[config.mk]
export PLATFORM = sky130hd
export DESIGN_NAME = rgb565_glyph_alpha_blend_core
export DESIGN_NICKNAME = d
export VERILOG_FILES = /design/src/sv/rgbga_pkg.sv /design/src/sv/rgbga_pixel_blend.sv /design/src/sv/rgb565_glyph_alpha_blend_core.sv
export SDC_FILE = /design/constraint.sdc
export NUM_CORES = 1
export LEC_CHECK = 0
export BUFFER_PORTS_ARGS = -buffer_cell sky130_fd_sc_hd__buf_2
export CAP_MARGIN = 25
export CORE_MARGIN = 1.5
export CORE_UTILIZATION = 58
export DETAILED_ROUTE_END_ITERATION = 10
export GPL_TIMING_DRIVEN = 0
export PLACE_DENSITY = 0.77
export SLEW_MARGIN = 20
export SYNTH_ARGS = -nofsm -noshare
export SYNTH_HDL_FRONTEND = slang
export SYNTH_SLANG_ARGS = --single-unit
[constraint.sdc]
create_clock -name clk -period 14.1 [get_ports clk]
set_input_delay 2.115 -clock clk [delete_from_list [all_inputs] [get_ports clk]]
set_output_delay 2.115 -clock clk [all_outputs]
set_load 0.01 [all_outputs]
[src/sv/rgbga_pkg.sv]
// ----------------------------------------------------------------------------
// rgbga_pkg
// Shared constants for the RGB565 glyph alpha blend core: coordinate width,
// clip and config port widths, register indexes, clip reset bound and opaque alpha.
// ----------------------------------------------------------------------------
package rgbga_pkg;

    // signed pixel coordinate width
    localparam int COORD_BITS = 12;

    // clip register widths
    localparam int CLIP_LO_BITS = 11;
    localparam int CLIP_HI_BITS = 12;

    // common signed width for the clip compares
    localparam int CMP_BITS = ((COORD_BITS > CLIP_HI_BITS) ? COORD_BITS : CLIP_HI_BITS) + 1;

    // configuration port widths
    localparam int CFG_INDEX_BITS = 3;
    localparam int CFG_DATA_BITS  = 16;

    // register indexes
    localparam logic [CFG_INDEX_BITS-1:0] REG_DRAW_COLOR  = 3'd0;
    localparam logic [CFG_INDEX_BITS-1:0] REG_CLIP_LEFT   = 3'd1;
    localparam logic [CFG_INDEX_BITS-1:0] REG_CLIP_TOP    = 3'd2;
    localparam logic [CFG_INDEX_BITS-1:0] REG_CLIP_RIGHT  = 3'd3;
    localparam logic [CFG_INDEX_BITS-1:0] REG_CLIP_BOTTOM = 3'd4;

    // clip window reset bounds
    localparam logic [CLIP_HI_BITS-1:0] CLIP_HI_RESET = 12'd2048;

    // coverage value for a fully opaque glyph pixel
    localparam logic [7:0] COVERAGE_OPAQUE = 8'd255;

endpackage

[src/sv/rgbga_pixel_blend.sv]
// ----------------------------------------------------------------------------
// rgbga_pixel_blend
// Combinational blend of the draw color onto a background RGB565 pixel,
// per channel d + (s - d) * a / 255 with truncation toward zero.
// ----------------------------------------------------------------------------
module rgbga_pixel_blend
(
    input  logic [15:0] draw_color,
    input  logic [15:0] background,
    input  logic [7:0]  coverage,
    output logic [15:0] pixel
);
    import rgbga_pkg::*;

    // one channel, up to 6 bits wide; the divide by 255 uses
    // (p + 1 + (p >> 8)) >> 8, exact for p below 65535
    function automatic logic [5:0] blend_chan(input logic [5:0] s,
                                              input logic [5:0] d,
                                              input logic [7:0] a);
        logic        neg;
        logic [5:0]  mag;
        logic [13:0] prod;
        logic [14:0] sum;
        logic [6:0]  quo;
        logic [6:0]  res;
        neg  = (s < d);
        mag  = neg ? (d - s) : (s - d);
        prod = mag * a;
        sum  = {1'b0, prod} + 15'd1 + {9'd0, prod[13:8]};
        quo  = sum[14:8];
        res  = neg ? ({1'b0, d} - quo) : ({1'b0, d} + quo);
        return res[5:0];
    endfunction

    logic [5:0] red_full;
    logic [5:0] green;
    logic [5:0] blue_full;

    // per channel blend
    assign red_full  = blend_chan({1'b0, draw_color[15:11]}, {1'b0, background[15:11]},
                                  coverage);
    assign green     = blend_chan(draw_color[10:5], background[10:5], coverage);
    assign blue_full = blend_chan({1'b0, draw_color[4:0]}, {1'b0, background[4:0]},
                                  coverage);

    // opaque coverage takes the draw color as it is
    always_comb
    begin
        if (coverage == COVERAGE_OPAQUE)
        begin
            pixel = draw_color;
        end
        else
        begin
            pixel = {red_full[4:0], green, blue_full[4:0]};
        end
    end

endmodule

[src/sv/rgb565_glyph_alpha_blend_core.sv]
// ----------------------------------------------------------------------------
// rgb565_glyph_alpha_blend_core
// Clip test and coverage blend of a draw color onto RGB565 frame pixels.
// ----------------------------------------------------------------------------
// Takes one pixel word per clock (pos_x, pos_y, coverage, background) and
// returns one result word per pixel (write_enable, pixel_out). Each pixel
// passes through the input register, then the result register, with the
// clip compares and the three channel multiplies between them. Sustained
// rate is one pixel per clock while out_ready stays high. Outside the clip
// window (left/top inclusive, right/bottom exclusive) write_enable is 0 and
// pixel_out is 0. Registers: 0 draw_color, 1 clip_left, 2 clip_top,
// 3 clip_right, 4 clip_bottom; other indexes are ignored. Write
// configuration only while no pixel is in flight.
module rgb565_glyph_alpha_blend_core
(
    input  logic                                  clk,
    input  logic                                  rst_n,
    // configuration write channel
    input  logic                                  cfg_valid,
    output logic                                  cfg_ready,
    input  logic [rgbga_pkg::CFG_INDEX_BITS-1:0]  cfg_index,
    input  logic [rgbga_pkg::CFG_DATA_BITS-1:0]   cfg_data,
    // pixel input channel
    input  logic                                  in_valid,
    output logic                                  in_ready,
    input  logic signed [rgbga_pkg::COORD_BITS-1:0] pos_x,
    input  logic signed [rgbga_pkg::COORD_BITS-1:0] pos_y,
    input  logic [7:0]                            coverage,
    input  logic [15:0]                           background,
    // result channel
    output logic                                  out_valid,
    input  logic                                  out_ready,
    output logic                                  write_enable,
    output logic [15:0]                           pixel_out
);
    import rgbga_pkg::*;

    // configuration registers
    logic [15:0]             draw_color_reg;
    logic [CLIP_LO_BITS-1:0] clip_left_reg;
    logic [CLIP_LO_BITS-1:0] clip_top_reg;
    logic [CLIP_HI_BITS-1:0] clip_right_reg;
    logic [CLIP_HI_BITS-1:0] clip_bottom_reg;

    // input stage
    logic                         s1_valid_reg;
    logic signed [COORD_BITS-1:0] s1_x_reg;
    logic signed [COORD_BITS-1:0] s1_y_reg;
    logic [7:0]                   s1_cov_reg;
    logic [15:0]                  s1_bg_reg;

    // result stage
    logic        out_valid_reg;
    logic        out_we_reg;
    logic [15:0] out_pix_reg;

    logic        s1_advance;
    logic        in_accept;
    logic        in_clip;
    logic [15:0] blend_pix;
    logic signed [CMP_BITS-1:0] x_ext;
    logic signed [CMP_BITS-1:0] y_ext;
    logic signed [CMP_BITS-1:0] left_ext;
    logic signed [CMP_BITS-1:0] top_ext;
    logic signed [CMP_BITS-1:0] right_ext;
    logic signed [CMP_BITS-1:0] bottom_ext;

    assign cfg_ready = 1'b1;

    // configuration writes
    always_ff @(posedge clk or negedge rst_n)
    begin
        if (!rst_n)
        begin
            draw_color_reg  <= '0;
            clip_left_reg   <= '0;
            clip_top_reg    <= '0;
            clip_right_reg  <= CLIP_HI_RESET;
            clip_bottom_reg <= CLIP_HI_RESET;
        end
        else if (cfg_valid && cfg_ready)
        begin
            unique case (cfg_index)
                REG_DRAW_COLOR:  draw_color_reg  <= cfg_data[15:0];
                REG_CLIP_LEFT:   clip_left_reg   <= cfg_data[CLIP_LO_BITS-1:0];
                REG_CLIP_TOP:    clip_top_reg    <= cfg_data[CLIP_LO_BITS-1:0];
                REG_CLIP_RIGHT:  clip_right_reg  <= cfg_data[CLIP_HI_BITS-1:0];
                REG_CLIP_BOTTOM: clip_bottom_reg <= cfg_data[CLIP_HI_BITS-1:0];
                default:         ;
            endcase
        end
    end

    // pipeline handshake
    assign s1_advance = !out_valid_reg || out_ready;
    assign in_ready   = !s1_valid_reg || s1_advance;
    assign in_accept  = in_valid && in_ready;

    // input register
    always_ff @(posedge clk or negedge rst_n)
    begin
        if (!rst_n)
        begin
            s1_valid_reg <= 1'b0;
        end
        else if (in_ready)
        begin
            s1_valid_reg <= in_valid;
        end
    end

    always_ff @(posedge clk)
    begin
        if (in_accept)
        begin
            s1_x_reg   <= pos_x;
            s1_y_reg   <= pos_y;
            s1_cov_reg <= coverage;
            s1_bg_reg  <= background;
        end
    end

    // clip window test in a common signed width
    assign x_ext      = CMP_BITS'(s1_x_reg);
    assign y_ext      = CMP_BITS'(s1_y_reg);
    assign left_ext   = signed'({{(CMP_BITS-CLIP_LO_BITS){1'b0}}, clip_left_reg});
    assign top_ext    = signed'({{(CMP_BITS-CLIP_LO_BITS){1'b0}}, clip_top_reg});
    assign right_ext  = signed'({{(CMP_BITS-CLIP_HI_BITS){1'b0}}, clip_right_reg});
    assign bottom_ext = signed'({{(CMP_BITS-CLIP_HI_BITS){1'b0}}, clip_bottom_reg});

    assign in_clip = (x_ext >= left_ext) && (x_ext < right_ext) &&
                     (y_ext >= top_ext) && (y_ext < bottom_ext);

    // channel blend
    rgbga_pixel_blend u_blend
    (
        .draw_color (draw_color_reg),
        .background (s1_bg_reg),
        .coverage   (s1_cov_reg),
        .pixel      (blend_pix)
    );

    // result register
    always_ff @(posedge clk or negedge rst_n)
    begin
        if (!rst_n)
        begin
            out_valid_reg <= 1'b0;
        end
        else if (s1_advance)
        begin
            out_valid_reg <= s1_valid_reg;
        end
    end

    always_ff @(posedge clk)
    begin
        if (s1_advance && s1_valid_reg)
        begin
            out_we_reg  <= in_clip;
            out_pix_reg <= in_clip ? blend_pix : 16'd0;
        end
    end

    assign out_valid    = out_valid_reg;
    assign write_enable = out_we_reg;
    assign pixel_out    = out_pix_reg;

`ifndef SYNTHESIS
    // clipped pixels carry a zero value
    assert property (@(posedge clk) disable iff (!rst_n)
        (out_valid && !write_enable) |-> (pixel_out == 16'd0))
        else $error("clipped pixel with nonzero value");

    // a word in the input register moves on when the result side is free
    assert property (@(posedge clk) disable iff (!rst_n)
        (s1_valid_reg && s1_advance) |=> out_valid)
        else $error("input stage word lost");

    // an empty input register never blocks the input
    assert property (@(posedge clk) disable iff (!rst_n)
        !s1_valid_reg |-> in_ready)
        else $error("input stalled while input stage empty");

    // a stalled result holds while the input stage keeps its word
    assert property (@(posedge clk) disable iff (!rst_n)
        (out_valid && !out_ready && s1_valid_reg) |=> (s1_valid_reg && out_valid))
        else $error("input stage overrun under stall");
`endif

endmodule
# [Word-level counts from Yosys, hierarchy flattened]
# Index checks and enable logic that the tools add are counted.
[word_totals] ff_bits=129 output_inout_bits=20
[op_classes] addsub=18 mul=3 n_lt_le_gt_ge=7 n_eq_ne=5 mux=7 reduce_logical=15
[ops] op="multiplier 6 x 8 -> 14 bit" count=3
[ops] op="adder 13 x 1 -> 13 bit, second input constant" count=2
[ops] op="adder 13 x 6 -> 13 bit" count=2
[ops] op="< comparator 12 x 13 -> 1 bit" count=2
[ops] op="greater-or-equal comparator 12 bit" count=2
[ops] op="2-to-1 mux 6 bit" count=4
[ops] op="subtractor 5 x 5 -> 6 bit" count=4
[ops] op="subtractor 6 bit" count=3
[ops] op="2-to-1 mux 16 bit" count=1
[ops] op="adder 14 x 1 -> 14 bit, second input constant" count=1
[ops] op="adder 14 x 6 -> 14 bit" count=1
[ops] op="adder 5 bit" count=2
[ops] op="< comparator 5 bit" count=2
[ops] op="2-to-1 mux 5 bit" count=2
[ops] op="AND reduction 2 bit" count=5
[ops] op="subtractor 5 bit" count=2
[ops] op="== test 8 bit, second input constant" count=1
[ops] op="adder 6 bit" count=1
[ops] op="== test 3 x 2 -> 1 bit, second input constant" count=2
[ops] op="< comparator 6 bit" count=1
[ops] op="logical AND 1 bit" count=5
[ops] op="== test 3 x 1 -> 1 bit, second input constant" count=1
[ops] op="== test 3 bit, second input constant" count=1
[ops] op="logical NOT 3 bit" count=1
[ops] op="other kinds (2)" count=4

# [Longest topological paths before layout]
# Gate-level depths: netlist of run 1.
[logic_depth] ltp_word=8 ltp_mapped=50

# [By module]
# Synthesis of run 1 repeated with hierarchy kept, for this count alone.
[hier_totals] hier_cells=1347 area_unflattened_um2=12949.9
[by_module_without_submodules] mod="rgbga_pixel_blend" instances=1 cells_per_inst=932 area_per_inst_um2=7318.3 seq_area_each_um2=0.0
[by_module_without_submodules] mod="rgb565_glyph_alpha_blend_core" instances=1 cells_per_inst=415 area_per_inst_um2=5631.7 seq_area_each_um2=3555.9

# [Least setup slack after synthesis of run 1]
# OpenSTA, ideal clock, no wires.
[synth_path] path_kind="register to register" start="register draw_color_reg[5]" end="register out_pix_reg[10], in the netlist pixel_out[10] (data pin)" setup_time_ns=0.263 arrival_time_ns=9.728 t_required_ns=13.837 path_slack_ns=4.109 stages_incl_launch_ff=48 path_buffers=2 synth_period_minus_slack_ns=9.991 path_cell_list="dfrtp_1 inv_1 ha_1 inv_1 fa_1 a21o_1 a21o_1 a21o_1 a21oi_2 buf_4 mux2i_1 a221o_1 a221o_1 a221o_1 a221oi_2 xnor2_1 and2_1 fa_1 [12 not listed] nor2_1 a21oi_1 a311oi_1 a221oi_1 o21ai_1 xor2_1 nand2_1 xnor2_1 ha_1 a21o_1 a21o_1 a21o_1 a21oi_1 xnor2_1 xnor2_1 nor3_1 a221oi_1 a21oi_1"
[synth_via] elab_chain_len=8 elab_cells_between_ends=11
[synth_lines] element="from (decl)" line_no="rgb565_glyph_alpha_blend_core.sv:39" source="logic [15:0] draw_color_reg;"
[synth_lines] element="from (signal assigned)" line_no="rgb565_glyph_alpha_blend_core.sv:84" source="REG_DRAW_COLOR: draw_color_reg <= cfg_data[15:0];"
[synth_lines] element="subtractor 6 bit / < comparator 6 bit (equally long branches)" line_no="rgbga_pixel_blend.sv:27, rgbga_pixel_blend.sv:26"
[synth_lines] element="2-to-1 mux 6 bit" line_no="rgbga_pixel_blend.sv:27" source="mag = neg ? (d - s) : (s - d);"
[synth_lines] element="multiplier 6 x 8 -> 14 bit" line_no="rgbga_pixel_blend.sv:28" source="prod = mag * a;"
[synth_lines] element="adder 14 x 1 -> 14 bit" line_no="rgbga_pixel_blend.sv:29" source="sum = {1'b0, prod} + 15'd1 + {9'd0, prod[13:8]};"
[synth_lines] element="adder 14 x 6 -> 14 bit" line_no="rgbga_pixel_blend.sv:29"
[synth_lines] element="adder 6 bit / subtractor 6 bit (equally long branches)" line_no="rgbga_pixel_blend.sv:31" source="res = neg ? ({1'b0, d} - quo) : ({1'b0, d} + quo);"
[synth_lines] element="2-to-1 mux 6 bit (*)" line_no="rgbga_pixel_blend.sv:31"
[synth_lines] element="2-to-1 mux 16 bit (*)" line_no="rgbga_pixel_blend.sv:49" source="if (coverage == COVERAGE_OPAQUE)"
[synth_lines] element="to (signal assigned)" line_no="rgb565_glyph_alpha_blend_core.sv:161" source="out_pix_reg <= in_clip ? blend_pix : 16'd0;"
[synth_lines] element="to (decl)" line_no="rgb565_glyph_alpha_blend_core.sv:55" source="logic [15:0] out_pix_reg;"
# Mark *: on every way between the ends. The rest lies on a longest branch, timed or not.
# A chain may end at the register's enable or synchronous reset.

# [Worst setup path in the final report of run 1]
# Same ends and word-level chain as after synthesis.

==> flow_metrics.py, run 1 <==
metrics = {
    "outcome": {
        "status": "finished, final reports clean",
    },
    "synthesis": {
        "netlist_area_um2": 12800,
        "syn_nets": 1701,
        "ys_async_sr_fraction_pct": 49.6,
        "ys_seq_elements": 129,
        "synth_ff_type": "edfxtp_1",
        "yosysSeqAreaShare_pct": 27.7,
        "synth_top_area_share_pct": 16.3,
        "yosysWarnings": 0,
        "synth_edf_count": 65,
        "synth.avg_cell_area_um2": 9.30,
        "synth_cells": 1378,
        "synth_top_cell_by_area": "ha_1",
        "synth.distinct_cells": 71,
        "synthTopCellsByArea": "ha_1 16%, edfxtp_1 15%, fa_1 13%",
    },
    "cts": {
        "cts_tree": "done",
        "htreeDepth": 4,
        "cts_hold_buffers": 0,
        "worstSkewPairLatency_ps": 430,
        "clk_path_buf_depth": 2,
        "cts_num_sinks": 129,
        "cts_buffers": 17,
        "cts_root_buffer": "clkbuf_16",
        "post_cts_buffers": 0,
        "clk_pin_slew_worst_paths_ps": 70,
        "cts_resized": 0,
    },
    "place": {
        "dp_hpwl_mm": 23.0,
        "io_buffers": 90,
        "routabilityCongestion": 0.889,
        "post-place-ws_ps": 2570,
        "placedCellCount": 1749,
    },
    "floorplanning": {
        "fp.dieW_um": 152,
        "ios": 92,
        "dieArea_um2": 23000,
        "start_util_pct": 58.9,
        "die_h_um": 152,
        "rows": 54,
        "coreArea_um2": 21800,
    },
    "sta": {
        "tightestPinTransition_ps": 991,
        "finalWorstSetupSlack_ps": 2420,
        "slew_headroom_pct": 33.9,
        "setup_viol": 0,
        "rsz0062_at_grt": "false",
        "finalCritPeriodShare_pct": 82.9,
        "finalClockSkew_ps": 18.4,
        "finalCriticalPeriod_ps": 11680,
        "finalHoldViolCount": 0,
        "max_freq_mhz": 85.6,
        "slew_violations": 0,
        "finalSetupTns_ps": 0,
    },
    "finish": {
        "drive_gt1_share_pct": 10.9,
        "finalNonFillerCells": 1782,
        "layout_commonest_cell": "inv_1",
        "layout_common_cells": "213 x inv_1, 167 x ha_1, 151 x nand2_1, 91 x buf_2, 84 x fa_1",
        "diodes": 0,
        "area_growth_pct": 11.2,
        "fin_util_pct": 65.5,
        "nets": 1812,
    },
    "grt": {
        "antenna_found_initial": 0,
        "grt_pass1_vias": 10300,
        "track_usage_pct": 28.1,
        "grt_max_degree": 56,
        "grt-ovfl-total": 0,
        "grt_pass1_wl_mm": 50.0,
    },
    "critical_path": {
        "crit_type": "reg -> reg",
        "crit_path_start_kind": "register",
        "r2r-end": "pixel_out[10]",
        "end_kind": "register",
        "worstPathMaxFanout": 10,
        "cp_data_required_time_ps": 14360,
        "worst_path_max_delay_cell": "xor2_1",
        "reg2reg_depth": 47,
        "arrival_ps": 11940,
        "critPathMaxStageDelay_ps": 610,
        "cp_common_cell": "a21o_1",
        "r2r_slack_ps": 2420,
        "r2r-start": "draw_color_reg[5]",
    },
    "route": {
        "num_vias": 10100,
        "wl_per_cell_um": 16.9,
        "routed_wl_mm": 30.2,
        "vias_per_cell": 5.69,
        "drc_errors": 0,
        "drt_first_pass_iters": 5,
        "drt_iter0_drc": 587,
        "ant_nets": 0,
    },
    "worst_hold_path": {
        "min_path_type": "reg -> reg",
        "hold_end": "clip_right_reg[6]",
        "hp-start": "clip_right_reg[6]",
        "hold_depth": 1,
    },
    "flow_run": {
        "drv_cap": 0,
    },
}
==> worst max-delay path: cells and delay by family, from the launching register on <==
| kind | cells | cell delay [ps] |
|---|---|---|
| flops | 1 | 410 |
| xor+xnor | 6 | 2030 |
| simple gates | 6 | 940 |
| mux | 2 | 390 |
| fa+ha+maj | 8 | 2950 |
| buf+inv | 6 | 770 |
| compound gates | 19 | 4050 |
==> kinds of logic after synthesis <==
group / synth area share (%)
fa+ha+maj: 29.5
buf+inv: 7.43
compound gates: 13.2
simple gates: 15.7
other cells: 0.0293
mux: 2.16
flops: 27.7
xor+xnor: 4.21
==> through the flow <==
step,hold slack (ps),cell area [µm²]
floorplan,449,12800
CTS,500,14200
global placement,455,13600
detailed placement,483,13700
global route,512,14300
finish,505,14300
==> layer usage <==
| layer | global-route usage (%) | part of all wire, % | vias to the layer above |
|---|---|---|---|
| met4 | 10.4 | 2.8 | 0 |
| li1 | - | - | 4858 |
| met2 | 46.2 | 48 | 299 |
| met5 | 0 | 0 | - |
| met3 | 4.97 | 5.7 | 67 |
| met1 | 37.1 | 43 | 4908 |
==> synthesized netlist by cell type, types with 3 or more instances <==
master	number
xor2_1	21
and4_1	3
a21boi_0	3
a211oi_1	7
nor2b_1	34
ha_1	167
and2_1	57
nor3b_1	3
o2111ai_1	13
o21ai_0	72
nand4b_1	3
o21bai_1	3
a221o_1	3
a311oi_1	4
mux2_2	21
nor4b_1	3
dfrtp_1	62
a21oi_1	56
edfxtp_1	65
or2_2	4
nor4_1	3
o21a_1	20
nor2_1	44
o21ai_1	4
nand4_1	10
nand2_1	151
and3_1	6
clkbuf_1	33
nand3_1	17
a31oi_1	6
fa_1	84
a221oi_1	3
nand2b_1	29
nand3b_1	3
a21o_1	37
inv_1	213
nor3_1	12
xnor2_1	38
o211ai_1	10
mux2i_1	4
or3_1	8
==> worst max-delay path by stage <==
stage                 startpoint       endpoint  slack [ps]  cells after the start
2_1_floorplan  draw_color_reg[5]  pixel_out[10]        4110                     47
3_3_place_gp   draw_color_reg[5]  pixel_out[10]        2800                     45
3_5_place_dp   draw_color_reg[5]  pixel_out[10]        2570                     47
4_1_cts        draw_color_reg[5]  pixel_out[10]        2450                     47
5_1_grt        draw_color_reg[5]  pixel_out[10]        1530                     47
6_report       draw_color_reg[5]  pixel_out[10]        2420                     47
==> area by class of cell <==
type / count / area [µm²]
buffer: 38 / 153
clock buffer: 17 / 425
clock inverter: 15 / 170
fill: 1747 / 7500
inverter: 213 / 800
multi-input combinational: 998 / 8320
sequential: 129 / 3560
tap: 280 / 350
timing repair buffer: 92 / 485
Power of run 1 is not shown: default switching activity piles up to over one toggle a cycle in this logic, so the estimate is an artifact.
==> run 2: changes to the inputs <==
--- a/config.mk
+++ b/config.mk
@@ -5,13 +5,14 @@
 export SDC_FILE = /design/constraint.sdc
 export NUM_CORES = 1
 export LEC_CHECK = 0
+export ABC_AREA = 1
 export BUFFER_PORTS_ARGS = -buffer_cell sky130_fd_sc_hd__buf_2
 export CAP_MARGIN = 25
 export CORE_MARGIN = 1.5
-export CORE_UTILIZATION = 58
+export CORE_UTILIZATION = 57
 export DETAILED_ROUTE_END_ITERATION = 10
 export GPL_TIMING_DRIVEN = 0
-export PLACE_DENSITY = 0.77
+export PLACE_DENSITY = 0.79
 export SLEW_MARGIN = 20
 export SYNTH_ARGS = -nofsm -noshare
 export SYNTH_HDL_FRONTEND = slang
==> constraint.sdc (replaced) <==
create_clock -name clk -period 9.5 [get_ports clk]
set_input_delay 1.425 -clock clk [delete_from_list [all_inputs] [get_ports clk]]
set_output_delay 1.425 -clock clk [all_outputs]
set_load 0.01 [all_outputs]
==> flow_metrics.py, run 2 <==
metrics = {
    "outcome": {
        "status": "finished, final reports clean",
    },
    "floorplanning": {
        "dieArea_um2": 23700,
        "fp.dieW_um": 154,
        "start_util_pct": 57.7,
        "die_h_um": 154,
        "rows": 55,
        "coreArea_um2": 22500,
        "ios": 92,
    },
    "cts": {
        "clk_path_buf_depth": 2,
        "worstSkewPairLatency_ps": 440,
        "htreeDepth": 4,
        "cts_buffers": 17,
        "cts_hold_buffers": 0,
        "cts_root_buffer": "clkbuf_16",
        "cts_tree": "done",
        "clk_pin_slew_worst_paths_ps": 70,
        "cts_num_sinks": 129,
    },
    "synthesis": {
        "syn_nets": 1945,
        "yosysSeqAreaShare_pct": 27.4,
        "synth_common_cells": "341 x inv_1, 339 x nand2_1, 167 x ha_1",
        "synth_top_area_share_pct": 16.1,
        "synth.avg_cell_area_um2": 8.01,
        "synth_cells": 1622,
        "ys_seq_elements": 129,
        "synthTopCellsByArea": "ha_1 16%, edfxtp_1 15%, fa_1 13%",
        "synth_ff_type": "edfxtp_1",
        "yosysWarnings": 0,
        "synth_top_cell_by_area": "ha_1",
        "ys_async_sr_fraction_pct": 49.6,
        "synth.distinct_cells": 50,
        "synth_most_common_cell": "inv_1",
        "netlist_area_um2": 13000,
        "synth_edf_count": 65,
    },
    "grt": {
        "grt-ovfl-total": 0,
        "antenna_found_initial": 0,
        "track_usage_pct": 27.7,
        "grt_max_degree": 50,
        "grt_pass1_wl_mm": 52.4,
        "grt_pass1_vias": 11200,
    },
    "sta": {
        "slew_headroom_pct": 56.4,
        "finalWorstSetupSlack_ps": 491,
        "finalCritPeriodShare_pct": 94.8,
        "whs_ps": 487,
        "finalCriticalPeriod_ps": 9010,
        "finalClockSkew_ps": 16.7,
        "slew_violations": 0,
        "setup_viol": 0,
        "max_freq_mhz": 111,
        "finalHoldViolCount": 0,
        "tightestPinTransition_ps": 654,
    },
    "route": {
        "num_vias": 11000,
        "routed_wl_mm": 31.3,
        "drt_iter0_drc": 739,
        "wl_per_cell_um": 15.3,
        "drt_first_pass_iters": 5,
        "vias_per_cell": 5.37,
        "ant_nets": 0,
        "drc_errors": 0,
    },
    "critical_path": {
        "arrival_ps": 9190,
        "cp_data_required_time_ps": 9680,
        "end_kind": "register",
        "worstPathMaxFanout": 6,
        "worst_path_max_delay_cell": "fa_1",
        "cp_common_cell": "nand2_1",
        "crit_type": "reg -> reg",
        "crit_path_start_kind": "register",
        "critPathMaxStageDelay_ps": 540,
    },
    "finish": {
        "fin_util_pct": 65.2,
        "nets": 2074,
        "area_growth_pct": 13.0,
        "layout_common_cells": "339 x nand2_1, 339 x inv_1, 166 x ha_1, 133 x nor2_1, 99 x o21ai_0",
        "drive_gt1_share_pct": 11.7,
        "diodes": 0,
    },
    "place": {
        "dp_hpwl_mm": 24.6,
        "post-place-ws_ps": 183,
        "io_buffers": 90,
        "routabilityCongestion": 0.904,
    },
    "worst_hold_path": {
        "min_path_type": "reg -> reg",
    },
    "flow_run": {
        "drv_cap": 0,
    },
}
[run 2: kinds of logic after synthesis]
family,Yosys count,share of synthesized area [%]
and+or+nand+nor,590,19.3
muxes,3,0.231
xor gates and xnor gates,49,3.48
AOI/OAI and AO/OA,226,9.73
other,1,0.0289
adders and majority gates,251,29.0
buffers and inverters,373,10.9
DFF,129,27.4
[run 2: repair_timing]
item | CTS | global route
endpoints found under the setup margin | 0 | 7
gates resized for setup | 0 | 25
buffers inserted | 0 | 17
[run 2: metal layers]
layer	up-vias	track usage (%)	part of all wire [%]	routed length [µm]
met1	5161	34.8	42	13100
met4	0	12.9	3.8	1200
met5	-	0	0	0
met3	92	3.89	5.1	1610
met2	366	47.4	49	15400
li1	5392	-	-	-
[run 2: worst paths after layout]
kind,endpoint,start,depth (start not counted),slack [ps]
min in group asynchronous,clip_bottom_reg[7],rst_n,1,850
max in group asynchronous,clip_right_reg[11],rst_n,2,8070
worst min register to register,clip_left_reg[8],clip_left_reg[8],2,490
worst min-delay path,clip_left_reg[8],clip_left_reg[8],2,490
worst max-delay path,pixel_out[15],draw_color_reg[11],53,490
worst max register to register,pixel_out[15],draw_color_reg[11],53,490
[run 2: final cells by class]
cell class | count | area, µm²
timing repair buffer | 110 | 643
clock inverter | 14 | 155
buffer | 26 | 108
clock buffer | 18 | 429
fill | 1847 | 7830
multi-input combinational | 1120 | 8120
tap | 285 | 357
sequential | 129 | 3560
inverter | 347 | 1300
[run 2: metrics by stage]
stage,area (µm²),setup TNS [ps],instances
after detailed placement,13900,0,2000
after global placement,13800,0,1997
after floorplan,13000,0,1622
after global routing,14700,-223,2049
after CTS,14400,0,2032
final,14700,0,2049
[run 2: critical path: cells and delay by family (launching register included)]
kind	cells	cell delay (ps)
buffers and inverters	10	840
flip-flops	1	400
XOR/XNOR	5	770
AND/OR/NAND/NOR	20	1680
multiplexers	1	270
adder cells (fa/ha/maj)	9	3540
AO/OA/AOI/OAI	8	1230
Power of run 2 is left out for the same reason.
==> run 3: changes to the inputs <==
--- a/config.mk
+++ b/config.mk
@@ -9,10 +9,10 @@
 export BUFFER_PORTS_ARGS = -buffer_cell sky130_fd_sc_hd__buf_2
 export CAP_MARGIN = 25
 export CORE_MARGIN = 1.5
-export CORE_UTILIZATION = 57
+export CORE_UTILIZATION = 58
 export DETAILED_ROUTE_END_ITERATION = 10
 export GPL_TIMING_DRIVEN = 0
-export PLACE_DENSITY = 0.79
+export PLACE_DENSITY = 0.77
 export SLEW_MARGIN = 20
 export SYNTH_ARGS = -nofsm -noshare
 export SYNTH_HDL_FRONTEND = slang
==> constraint.sdc (replaced) <==
create_clock -name clk -period 8.35 [get_ports clk]
set_input_delay 1.2525 -clock clk [delete_from_list [all_inputs] [get_ports clk]]
set_output_delay 1.2525 -clock clk [all_outputs]
set_load 0.01 [all_outputs]
==> flow_metrics.py, run 3 (synthesized netlist as in run 2, its figures left out) <==
metrics = {
    "finish": {
        "seq_area_um2": 3560,
        "layout_commonest_cell": "inv_1",
        "diodes": 0,
        "finalNonFillerCells": 2120,
        "nFillCells": 1588,
        "nets": 2150,
        "multi_input_area_um2": 8960,
        "layout_common_cells": "305 x inv_1, 301 x nand2_1, 142 x ha_1, 116 x nor2_1, 94 x buf_2",
        "area_growth_pct": 24.0,
        "drive_gt1_share_pct": 24.5,
    },
    "cts": {
        "htreeDepth": 4,
        "cts_hold_buffers": 0,
        "cts_buffers": 17,
        "cts_tree": "done",
        "cts_num_sinks": 129,
        "clk_path_buf_depth": 2,
        "worstSkewPairLatency_ps": 430,
        "cts_root_buffer": "clkbuf_16",
        "clk_pin_slew_worst_paths_ps": 70,
    },
    "sta": {
        "finalHoldViolCount": 0,
        "setup_viol": 2,
        "finalClockSkew_ps": 12.5,
        "finalWorstSetupSlack_ps": -226,
        "max_freq_mhz": 117,
        "finalCriticalPeriod_ps": 8580,
        "finalCritPeriodShare_pct": 103,
        "finalSetupTns_ps": -269,
        "tightestPinTransition_ps": 745,
        "rsz0062_at_grt": "true",
        "slew_violations": 0,
        "slew_headroom_pct": 50.3,
    },
    "outcome": {
        "status": "finished, violations left",
        "violations": "setup timing",
    },
    "critical_path": {
        "worst_path_max_delay_cell": "fa_1",
        "critPathMaxStageDelay_ps": 490,
        "r2r_slack_ps": -230,
        "critPathBufInv": 9,
        "arrival_ps": 8750,
        "crit_path_start_kind": "register",
        "cp_data_required_time_ps": 8520,
        "crit_type": "reg -> reg",
        "end_kind": "register",
        "worstPathMaxFanout": 6,
        "cpLargestDelayFamily": "adder cells",
        "cp_common_cell": "nand2_2",
    },
    "place": {
        "routabilityCongestion": 0.931,
        "dp_hpwl_mm": 24.8,
        "io_buffers": 90,
        "post-place-ws_ps": -1090,
        "placedCellCount": 1994,
    },
    "route": {
        "ant_nets": 0,
        "num_vias": 11700,
        "drt_first_pass_iters": 7,
        "drt_iter0_drc": 726,
        "wl_per_cell_um": 16.8,
        "routed_wl_mm": 35.6,
        "vias_per_cell": 5.54,
        "drc_errors": 0,
    },
    "floorplanning": {
        "ios": 92,
        "coreArea_um2": 21900,
        "rows": 54,
        "die_h_um": 153,
        "start_util_pct": 59.3,
        "dieArea_um2": 23300,
        "fp.dieW_um": 153,
    },
    "grt": {
        "grt_pass1_vias": 11800,
        "grt-ovfl-total": 0,
        "grt_pass1_wl_mm": 55.3,
        "grt_max_degree": 49,
        "antenna_found_initial": 0,
        "track_usage_pct": 29.3,
    },
    "flow_run": {
        "drv_cap": 0,
    },
    "worst_hold_path": {
        "min_path_type": "reg -> reg",
    },
}
run 3: what timing repair did:
item | in CTS | in global routing
buffers inserted | 41 | 54
pin swaps | 67 | 123
setup endpoints to repair | 13 | 10
resized for setup | 98 | 147
run 3: final cells by class:
class	instances	share of cell area (%)
Clock buffer	20	2.91
Multi-Input combinational cell	1120	55.6
Inverter	347	8.20
Clock inverter	12	0.738
Buffer	26	0.668
Timing Repair Buffer	186	7.60
Sequential cell	129	22.1
Tap cell	280	2.18
run 3: worst reg2reg max path: cells and delay by family (launching register included):
| kind | cells | cell delay [ps] |
|---|---|---|
| AOI/OAI and AO/OA | 5 | 700 |
| xor gates and xnor gates | 6 | 1130 |
| adders and majority gates | 8 | 2930 |
| buffers and inverters | 9 | 860 |
| DFF | 1 | 450 |
| muxes | 1 | 230 |
| and+or+nand+nor | 22 | 2070 |
run 3: metrics by stage:
stage	util, %	cell area (µm²)	hold slack (ps)
6_report	73.6	16100	488
4_1_cts	69.3	15200	488
2_1_floorplan	-	13000	447
3_3_place_gp	63.0	13800	451
3_5_place_dp	63.2	13800	473
5_1_grt	73.6	16100	506
run 3: final timing paths:
path	cells after the start	from	end
worst max-delay path	51	s1_bg_reg[5]	pixel_out[10]
worst min-delay path	2	clip_bottom_reg[8]	clip_bottom_reg[8]
worst max register to register	51	s1_bg_reg[5]	pixel_out[10]
worst min register to register	2	clip_bottom_reg[8]	clip_bottom_reg[8]
max in group asynchronous	2	rst_n	clip_right_reg[11]
min in group asynchronous	1	rst_n	clip_bottom_reg[7]
run 3: metal layers:
metal / up-vias / part of all wire, % / track usage [%]
met5: - / 0 / 0
met4: 0 / 4.3 / 14.1
met3: 122 / 5.9 / 4.12
met2: 473 / 51 / 52.3
met1: 5597 / 39 / 34.7
li1: 5554 / - / -
Power of run 3 is left out for the same reason.
